## config.mk

```make
export PLATFORM = sky130hd
export DESIGN_NAME = lrubc_slots
export DESIGN_NICKNAME = d
export VERILOG_FILES = /design/src/sv/lrubc_pkg.sv /design/src/sv/lrubc_slots.sv
export VERILOG_INCLUDE_DIRS = /design/src /design/src/sv
export SDC_FILE = /design/constraint.sdc
export NUM_CORES = 2
export LEC_CHECK = 0
export ABC_AREA = 1
export BUFFER_PORTS_ARGS = -buffer_cell sky130_fd_sc_hd__buf_2
export CAP_MARGIN = 20
export CORE_MARGIN = 4
export CORE_UTILIZATION = 50
export DETAILED_ROUTE_END_ITERATION = 10
export GPL_TIMING_DRIVEN = 0
export PLACE_DENSITY_LB_ADDON = 0.08
export RECOVER_POWER = 50
export SLEW_MARGIN = 20
export SYNTH_ARGS = -nofsm -noshare
export SYNTH_HDL_FRONTEND = slang
export SYNTH_SLANG_ARGS = --single-unit
```

## constraint.sdc

```tcl
create_clock -name clk_i -period 13.73 [get_ports clk_i]
set_clock_uncertainty 0.05 [all_clocks]
set_input_delay 0.6865 -clock clk_i [delete_from_list [all_inputs] [get_ports clk_i]]
set_output_delay 0.6865 -clock clk_i [all_outputs]
set_load 0.02 [all_outputs]
```

## src/sv/lru_block_cache_with_silent_retry_assert.svh

```systemverilog
// Assertion macros shared by the cache modules.
// No dependencies; each asserting file includes this header.
`ifndef LRU_BLOCK_CACHE_WITH_SILENT_RETRY_ASSERT_SVH
`define LRU_BLOCK_CACHE_WITH_SILENT_RETRY_ASSERT_SVH

// prop holds at every clock edge outside reset
`define LRUBC_ASSERT(lbl, clk, rst_n, prop) \
  lbl: assert property (@(posedge clk) disable iff (!rst_n) prop) \
    else $error("lrubc assertion failed");

// expr is never true outside reset
`define LRUBC_ASSERT_NEVER(lbl, clk, rst_n, expr) \
  lbl: assert property (@(posedge clk) disable iff (!rst_n) !(expr)) \
    else $error("lrubc forbidden condition seen");

`endif

```

## src/sv/lrubc_pkg.sv

```systemverilog
// Shared codes, constants and control structs of the block cache.
// No dependencies.
package lrubc_pkg;

  localparam int unsigned TAG_W       = 16;
  localparam int unsigned MAX_RESULTS = 64;

  localparam logic [1:0] MODE_LOOKUP  = 2'd0;
  localparam logic [1:0] MODE_PUBLISH = 2'd1;
  localparam logic [1:0] MODE_CLEAR   = 2'd2;
  localparam logic [1:0] MODE_TRIM    = 2'd3;

  localparam logic [2:0] ST_HIT    = 3'd0;
  localparam logic [2:0] ST_MISS   = 3'd1;
  localparam logic [2:0] ST_STORED = 3'd2;
  localparam logic [2:0] ST_DEFER  = 3'd3;
  localparam logic [2:0] ST_REJECT = 3'd4;
  localparam logic [2:0] ST_EVICT  = 3'd5;
  localparam logic [2:0] ST_DONE   = 3'd6;

  localparam logic CFG_BLOCK_COUNT = 1'b0;
  localparam logic CFG_CAPACITY    = 1'b1;

  typedef enum logic [1:0] {
    OP_FIND,
    OP_TOUCH,
    OP_INSERT,
    OP_EVICT
  } slot_op_e;

  typedef struct packed {
    logic             start;
    logic             clear;
    slot_op_e         op;
    logic [TAG_W-1:0] key;
  } slot_cmd_t;

  typedef struct packed {
    logic             done;
    logic             found;
    logic [TAG_W-1:0] tag;
  } slot_res_t;

  typedef struct packed {
    logic rd;
    logic wr;
    logic wdata;
    logic clr;
  } sil_ctl_t;

  typedef struct packed {
    logic [2:0]       status;
    logic [TAG_W-1:0] index;
    logic             last;
  } emit_t;

endpackage

```

## src/sv/lrubc_slots.sv

```systemverilog
// Tag and LRU-rank store with the shared sweep unit that visits one slot a cycle.
// Depends on lrubc_pkg; valid bits in flops, tags and ranks in memory.
`include "lru_block_cache_with_silent_retry_assert.svh"
module lrubc_slots #(
  parameter int unsigned SLOTS = 64,
  localparam int unsigned SW = (SLOTS > 1) ? $clog2(SLOTS) : 1
) (
  input  logic                   clk_i,
  input  logic                   rst_ni,
  input  lrubc_pkg::slot_cmd_t   cmd_i,
  input  logic [SW-1:0]          slot_i,
  input  logic [SW-1:0]          rank_i,
  output lrubc_pkg::slot_res_t   res_o,
  output logic [SW-1:0]          res_slot_o,
  output logic [SW-1:0]          res_rank_o,
  output logic [SW-1:0]          free_slot_o
);
  import lrubc_pkg::*;

  logic [TAG_W-1:0] tag_mem  [SLOTS];
  logic [SW-1:0]    rank_mem [SLOTS];

  logic [SLOTS-1:0] valid_q;
  logic             busy_q;
  logic [SW:0]      cnt_q;
  logic             pv_q;
  logic             done_q;
  logic             found_q;
  logic             free_found_q;

  slot_op_e         op_q;
  logic [TAG_W-1:0] key_q;
  logic [SW-1:0]    slot_q;
  logic [SW-1:0]    rank_q;
  logic [TAG_W-1:0] tag_rd_q;
  logic [SW-1:0]    rank_rd_q;
  logic [SW-1:0]    pi_q;
  logic [SW-1:0]    res_slot_q;
  logic [SW-1:0]    res_rank_q;
  logic [SW-1:0]    free_q;
  logic [TAG_W-1:0] tag_q;

  logic             rd_go;
  logic [SW-1:0]    rd_addr;
  logic             v;
  logic             hit_now;
  logic             free_now;
  logic             wr_en;
  logic [TAG_W-1:0] wr_tag;
  logic [SW-1:0]    wr_rank;
  logic             set_v;
  logic             clr_v;

  assign rd_go   = busy_q && (cnt_q < (SW+1)'(SLOTS));
  assign rd_addr = cnt_q[SW-1:0];
  assign v       = valid_q[pi_q];

  // one slot per cycle: the row read last cycle is updated now
  always_comb begin
    hit_now  = 1'b0;
    free_now = 1'b0;
    wr_en    = 1'b0;
    wr_tag   = tag_rd_q;
    wr_rank  = rank_rd_q;
    set_v    = 1'b0;
    clr_v    = 1'b0;
    if (pv_q) begin
      unique case (op_q)
        OP_FIND: begin
          hit_now  = v && (tag_rd_q == key_q) && !found_q;
          free_now = !v && !free_found_q;
        end
        OP_TOUCH: begin
          if (pi_q == slot_q) begin
            wr_en   = 1'b1;
            wr_rank = '0;
          end else if (v && (rank_rd_q < rank_q)) begin
            wr_en   = 1'b1;
            wr_rank = rank_rd_q + SW'(1);
          end
        end
        OP_INSERT: begin
          if (pi_q == slot_q) begin
            wr_en   = 1'b1;
            wr_tag  = key_q;
            wr_rank = '0;
            set_v   = 1'b1;
          end else if (v) begin
            wr_en   = 1'b1;
            wr_rank = rank_rd_q + SW'(1);
          end
        end
        OP_EVICT: begin
          // ranks stay a permutation, so the oldest entry holds rank count-1
          hit_now = v && (rank_rd_q == rank_q) && !found_q;
          clr_v   = hit_now;
        end
        default: begin
          hit_now = 1'b0;
        end
      endcase
    end
  end

  always_ff @(posedge clk_i or negedge rst_ni) begin
    if (!rst_ni) begin
      valid_q      <= '0;
      busy_q       <= 1'b0;
      cnt_q        <= '0;
      pv_q         <= 1'b0;
      done_q       <= 1'b0;
      found_q      <= 1'b0;
      free_found_q <= 1'b0;
    end else begin
      pv_q   <= rd_go;
      done_q <= busy_q && (cnt_q == (SW+1)'(SLOTS));
      if (cmd_i.clear) begin
        valid_q <= '0;
      end else begin
        if (set_v) valid_q[pi_q] <= 1'b1;
        if (clr_v) valid_q[pi_q] <= 1'b0;
      end
      if (cmd_i.start) begin
        busy_q       <= 1'b1;
        cnt_q        <= '0;
        found_q      <= 1'b0;
        free_found_q <= 1'b0;
      end else begin
        found_q      <= found_q | hit_now;
        free_found_q <= free_found_q | free_now;
        if (busy_q) begin
          if (rd_go) begin
            cnt_q <= cnt_q + (SW+1)'(1);
          end else begin
            busy_q <= 1'b0;
          end
        end
      end
    end
  end

  always_ff @(posedge clk_i) begin
    if (cmd_i.start) begin
      op_q   <= cmd_i.op;
      key_q  <= cmd_i.key;
      slot_q <= slot_i;
      rank_q <= rank_i;
    end
    if (rd_go) begin
      tag_rd_q  <= tag_mem[rd_addr];
      rank_rd_q <= rank_mem[rd_addr];
      pi_q      <= rd_addr;
    end
    if (wr_en) begin
      tag_mem[pi_q]  <= wr_tag;
      rank_mem[pi_q] <= wr_rank;
    end
    if (hit_now) begin
      res_slot_q <= pi_q;
      res_rank_q <= rank_rd_q;
      tag_q      <= tag_rd_q;
    end
    if (free_now) begin
      free_q <= pi_q;
    end
  end

  assign res_o       = '{done: done_q, found: found_q, tag: tag_q};
  assign res_slot_o  = res_slot_q;
  assign res_rank_o  = res_rank_q;
  assign free_slot_o = free_q;

  `LRUBC_ASSERT_NEVER(a_start_while_busy, clk_i, rst_ni, cmd_i.start && busy_q)
  `LRUBC_ASSERT(a_done_idle, clk_i, rst_ni, done_q |-> !busy_q && !pv_q)
  `LRUBC_ASSERT(a_hit_valid, clk_i, rst_ni, done_q && op_q == OP_FIND && found_q |-> valid_q[res_slot_q])

endmodule
```

# After elaboration in Yosys (flattened, before gate mapping)
# Memory sizes are Yosys's and may differ from the RTL's. A register that Yosys moved wholly into a read port is not among the register bits.
# Index checks and enable logic that the tools add are counted.
[op_classes] magnitude_cmp=4 addsub=2 eq_ne=7 shifts=0 n_mux=42 reduce_logical=16 n_mul=0 bitwise=5 div_mod_pow=0
[op_table] operator="2-to-1 mux 64 bit" count=4
[op_table] operator="AND 64 bit" count=1
[op_table] operator="NOT 64 bit" count=1
[op_table] operator="OR 64 bit" count=1
[op_table] operator="2-to-1 mux 16 bit" count=3
[op_table] operator="2-to-1 mux 6 bit" count=5
[op_table] operator="2-to-1 mux 1 bit" count=22
[op_table] operator="2-to-1 mux 7 bit" count=3
[op_table] operator="equality test 16 bit" count=1
[op_table] operator="equality test 6 bit" count=2
[op_table] operator="one-hot mux 6 bit (2 select lines)" count=1
[op_table] operator="logical AND 1 bit" count=9
[op_table] operator="adder 7 x 1 -> 7 bit (second input constant)" count=1
[op_table] operator="equality test 7 bit (second input constant)" count=1
[op_table] operator="less-than comparator 6 x 7 -> 1 bit (second input constant)" count=1
[op_table] operator="less-than comparator 7 bit (second input constant)" count=1
[op_table] operator="adder 6 x 1 -> 6 bit (second input constant)" count=1
[op_table] operator="binary-select mux 1 bit (select 6 bit)" count=1
[op_table] operator="demux 1 bit (select 6 bit)" count=1
[op_table] operator=">= comparator 6 x 1 -> 1 bit (second input constant)" count=1
[op_table] operator="less-than comparator 6 bit" count=1
[op_table] operator="equality test 2 bit (second input constant)" count=2
[op_table] operator="one-hot mux 1 bit (2 select lines)" count=2
[op_table] operator="nonzero test 2 bit" count=2
[op_table] operator="5 further kinds" count=8
[totals] memories=2 reg_bits=146 romBits=0 latchBits=0 ram_bits=1408 input_bits=34
[memory_table] memory="tag_mem" words=64 width=16 rd=1 rd_ports_with_merged_regs=1 write_ports=1 line_no="lrubc_slots.sv:20" text="logic [TAG_W-1:0] tag_mem [SLOTS];"
[memory_table] memory="rank_mem" words=64 width=6 rd=1 rd_ports_with_merged_regs=1 write_ports=1 line_no="lrubc_slots.sv:21" text="logic [SW-1:0] rank_mem [SLOTS];"

# Longest topological paths before layout
[depth] depth_word=10 ltp_mapped=15 ltp_nobuf=14

# Least setup slack after synthesis
# No wires, ideal clock.
[synth_timing] path_kind="register -> register" start="reg pi_q[0]" end="mem tag_mem[0][15], data pin" setup_time_ns=0.702 arrival_ns=4.125 period_less_slack_ns=4.877 path_stages_with_launch=9 slack_ns=8.853 cell_sequence="edfxtp_1 > inv_2 > buf_2 > nor2_1 > nor4_2 > nand4_1 > buf_2 > clkbuf_1 > o21ai_0"
[synth_via] elab_chain_len=4
[synth_lines] element="start: declaration" line_no="lrubc_slots.sv:37" text="logic [SW-1:0] pi_q;"
[synth_lines] element="start signal: assignment" line_no="lrubc_slots.sv:152" text="pi_q <= rd_addr;"
[synth_lines] element="equality test 6 bit" line_no="lrubc_slots.sv:83" text="if (pi_q == slot_q) begin"
[synth_lines] element="2-to-1 mux 16 bit" line_no="lrubc_slots.sv:83"
[synth_lines] element="2-to-1 mux 16 bit" line_no="lrubc_slots.sv:68" text="unique case (op_q)"
[synth_lines] element="2-to-1 mux 16 bit" line_no="lrubc_slots.sv:67" text="if (pv_q) begin"
[synth_lines] element="net wr_tag[15]" line_no="lrubc_slots.sv:49" text="logic [TAG_W-1:0] wr_tag;"
[synth_lines] element="end: declaration" line_no="lrubc_slots.sv:20"
# The timed path passes the listed nets, and every way through them passes these cells.

# Worst setup path after layout
[layout_timing] start="reg pi_q[0]" end="mem rank_mem[51][0] in the netlist's numbering, data pin"
[layout_via] elab_chain_len=7 word_cells_on_any_way=10 classes_between="eq/ne: 1; mux: 8; reduce/logical: 1"
[layout_lines] element="binary-select mux 1 bit (select 6 bit)" line_no="lrubc_slots.sv:56" text="assign v = valid_q[pi_q];"
[layout_lines] element="2-to-1 mux 1 bit (not written as such)" line_no="lrubc_slots.sv:56"
[layout_lines] element="logical AND 1 bit" line_no="lrubc_slots.sv:77" text="end else if (v && (rank_rd_q < rank_q)) begin"
[layout_lines] element="2-to-1 mux 6 bit" line_no="lrubc_slots.sv:77"
[layout_lines] element="2-to-1 mux 6 bit" line_no="lrubc_slots.sv:74" text="if (pi_q == slot_q) begin"
[layout_lines] element="one-hot mux 6 bit (2 select lines) *" line_no="lrubc_slots.sv:68"
[layout_lines] element="2-to-1 mux 6 bit *" line_no="lrubc_slots.sv:67"
[layout_lines] element="net wr_rank[0]" line_no="lrubc_slots.sv:50" text="logic [SW-1:0] wr_rank;"
[layout_lines] element="end: declaration" line_no="lrubc_slots.sv:21"
# The timed path passes the listed nets; every way through them passes the cells marked *. The select of a mux whose other input is x is not followed.

==> impl_metrics.env <==
export IMPL_run_status="complete, but fails checks"
export IMPL_violations="capacitance limit, slew limit"
export IMPL_grtUsageTotal_pct=35.4
export IMPL_crit_end="rank_mem[51][0]$_DFFE_PP_"
export IMPL_vias=45900
export IMPL_chipHeight_um=364
export IMPL_numCtsBuffers=167
export IMPL_seq_power_share_pct=49.3
export IMPL_postCtsSetupBuffers=0
export IMPL_critical_path_slowest_cell="clkbuf_1"
export IMPL_grt_pass1_vias=42100
export IMPL_layout_nets=5527
export IMPL_ys_seq_area_share_pct=74.2
export IMPL_num_rows=130
export IMPL_pwr_share_comb_pct=12.1
export IMPL_dieArea_um2=132000
export IMPL_antenna_found_initial=16
export IMPL_area_growth_pct=15.5
export IMPL_synth_seq_cells=1576
export IMPL_synth_area_leaders="edfxtp_1 71%, o21ai_0 6.2%, nor2_1 5.2%"
export IMPL_period_minus_slack_ns=6.96
export IMPL_finalSetupTns_ns=0
export IMPL_max_clock_freq_ghz=0.144
export IMPL_finalInstanceArea_um2=73000
export IMPL_crit_chain="inv_1 > clkbuf_1 > nand2_1 > nand3_1 > nand2_1 > o21ai_0 > nand2_1 > nor2_1 > nand2_1 > clkbuf_1 > nand2_1 > nand3_1 > nand2_1 > nand2_1 > nand2_4 > clkbuf_1"
export IMPL_firstDrtPassIters=7
export IMPL_cts_max_level=4
export IMPL_p_sw_share_pct=26.5
export IMPL_rsz0062_at_grt="no"
export IMPL_ant_nets=0
export IMPL_synth_edf_count=1500
export IMPL_syn_num_nets=5142
export IMPL_dominantRegCellSynth="edfxtp_1"
export IMPL_crit_family="buffers and inverters"
export IMPL_finalSetupViolCount=0
export IMPL_startpoint_type="flop"
export IMPL_clkPwrFrac_pct=38.7
export IMPL_cts_root_buf="clkbuf_16"
export IMPL_finalWorstSetupSlack_ns=6.77
export IMPL_maxSlewHeadroom_pct=-137
export IMPL_synthCells=5095
export IMPL_grt_pass1_wl_um=325000
export IMPL_end_kind="flop"
export IMPL_ir_worst_vdd_mv=0.145
export IMPL_ys_types=41
export IMPL_grt_ovfl_total=0
export IMPL_whs_path_depth=1
export IMPL_placement_io_buffers=69
export IMPL_avgViaCountPerCell=6.32
export IMPL_clkLatencyLatePin_ns=0.83
export IMPL_worst_pin_slew_ns=3.55
export IMPL_yosysTopAreaCellShare_pct=71.2
export IMPL_power_switching_mw=3.01
export IMPL_pre_cts_ws_ns=8.99
export IMPL_critPathKind="reg -> reg"
export IMPL_path_common_cell="nand2_1"
export IMPL_dp_hpwl_um=166000
export IMPL_synth_async_reset_ratio_pct=4.82
export IMPL_crit_buf_inv=4
export IMPL_finalHoldViolCount=0
export IMPL_clkTransAtPathRegs_ns=0.06
export IMPL_fp_dieW_um=364
export IMPL_gp_congestion=0.979
export IMPL_initial_utilization_pct=50.4
export IMPL_cts_sinks=1576
export IMPL_wl_um=236000
export IMPL_reg2reg_slack_ns=6.77
export IMPL_drt_initial_drc_count=7494
export IMPL_max_cap_violations=58
export IMPL_synth_warnings=0
export IMPL_p_leak_nw=24.6
export IMPL_required_ns=13.76
export IMPL_r2r_end="rank_mem[51][0]$_DFFE_PP_"
export IMPL_post_route_util_pct=58.2
export IMPL_io_pins=70
export IMPL_routedWlPerCell_um=32.5
export IMPL_arrival_ns=6.99
export IMPL_hold_path_class="in -> reg"
export IMPL_cpPeakStageDelay_ns=2.47
export IMPL_crit_fanout=64
export IMPL_crit_cells=16
export IMPL_drive_gt1_share_pct=7.16
export IMPL_reg2reg_depth=16
export IMPL_synthesis_area_um2=63200
export IMPL_cts_buffer_depth=3
export IMPL_p_int_mw=8.32
export IMPL_power_density_nw_per_um2=155
export IMPL_hold_worst_slack_ns=0.0675
export IMPL_grt_max_degree=65
export IMPL_cts_resized=0
export IMPL_crit_start="pi_q[0]$_DFFE_PP_"
export IMPL_drt_drc_violations_left=0
export IMPL_period_share_pct=50.7
export IMPL_avgSynthCellArea_um2=12.4
export IMPL_postPlaceCellArea_um2=69100
export IMPL_cts_tree="done"
export IMPL_yosysTopAreaCell="edfxtp_1"
export IMPL_slew_viol_final=1059
export IMPL_r2r_start="pi_q[0]$_DFFE_PP_"
export IMPL_core_um2=126000
-- layout by cell type, fill, tap and decap left out, drive strengths merged, types with 3 or more instances in the layout --
cell and count:
o22ai 343, ha 13, mux2 3, a22o 4, inv 273, buf 162, bufinv 7, xnor2 8
dlygate4sd3 30, a21oi 36, a211oi 4, nand3 136, a221oi 19, nor3 12, o211ai 34, nand4 43
nor2 887, clkbuf 564, dfrtp 76, a41o 16, nor4 4, xor2 6, a41oi 6, edfxtp 1500
clkinv 67, o21ai 802, nand2 541, clkinvlp 10
-- metrics by stage --
step           power (mW)  std cells
5_1_grt              11.6       7265
6_report             11.3       7267
3_3_place_gp         6.96       6814
2_1_floorplan        6.28       5095
3_5_place_dp         7.06       6931
4_1_cts              11.4       7265
-- flip-flops by register name, indices dropped and copies added (netlist names), 6 cells and up --
signal,count
tag_mem,1024
res_slot_o,6
rank_mem,384
free_slot_o,6
valid_q,64
tag_rd_q,16
slot_q,6
rank_q,6
pi_q,6
rank_rd_q,6
res_rank_o,6
cnt_q,7
tag_q,16
key_q,16
-- metal layers --
layer,vias to the layer above,track usage [%],wire length [um]
li1,19200,-,-
met4,6,17.8,14700
met3,604,8.11,30300
met2,3292,52.0,101000
met1,22800,49.8,89600
met5,-,1.16,226
-- cell usage after synthesis, drive strengths merged, types with 6 or more instances --
master / instances
a41o: 16
buf: 76
o211ai: 34
dfrtp: 76
xnor2: 8
nand2: 541
a41oi: 6
a21oi: 36
nand3: 136
o21ai: 802
clkbuf: 247
inv: 269
nor2: 887
a221oi: 19
ha: 13
nor3: 12
edfxtp: 1500
xor2: 6
o22ai: 343
nand4: 43
-- timing repair --
action | in CTS | in global routing
hold buffers | 30 | 0
hold endpoints to repair | 63 | 0
endpoints found under the setup margin | 0 | 0
-- how the worst min path moves through the flow --
stage	endpoint	from
4_1_cts	key_q[6]$_DFFE_PP_	cmd_i[6]
5_1_grt	key_q[6]$_DFFE_PP_	cmd_i[6]
2_1_floorplan	busy_q$_DFF_PN0_	rst_ni
3_3_place_gp	free_found_q$_DFF_PN0_	free_found_q$_DFF_PN0_
6_report	key_q[6]$_DFFE_PP_	cmd_i[6]
3_5_place_dp	free_found_q$_DFF_PN0_	free_found_q$_DFF_PN0_
-- cells by family (layout without fill, tap and decap cells) --
kind of cell / after synthesis / in the layout / share of synthesized area (%)
mux: 3 / 3 / 0.0534
xor+xnor: 14 / 14 / 0.194
other cells: 0 / 2 / 0
flops: 1576 / 1576 / 74.2
buf+inv: 593 / 1113 / 3.80
simple gates: 1626 / 1626 / 10.3
fa+ha+maj: 13 / 13 / 0.257
compound gates: 1270 / 1270 / 11.2
-- power by group through the flow --
stage / clock network (mW) / logic [mW] / registers, mW
after floorplan: 0 / 0.589 / 5.69
after global placement: 0 / 1.18 / 5.77
after detailed placement: 0 / 1.39 / 5.66
after CTS: 4.39 / 1.40 / 5.56
after global routing: 4.60 / 1.41 / 5.58
final: 4.38 / 1.37 / 5.58
-- layout make-up --
| type | count | area (um^2) |
|---|---|---|
| fillers | 10300 | 52500 |
| flip-flops and latches | 1576 | 46900 |
| multi-input cells | 2926 | 13900 |
| clock buffers | 217 | 4550 |
| repair buffers | 216 | 2550 |
| well taps | 1650 | 2060 |
| plain buffers | 323 | 1310 |
| inverters | 270 | 1010 |
| clock inverters | 87 | 661 |
| diodes | 2 | 5.00 |
Note: power is estimated with default switching activity, not from simulation.
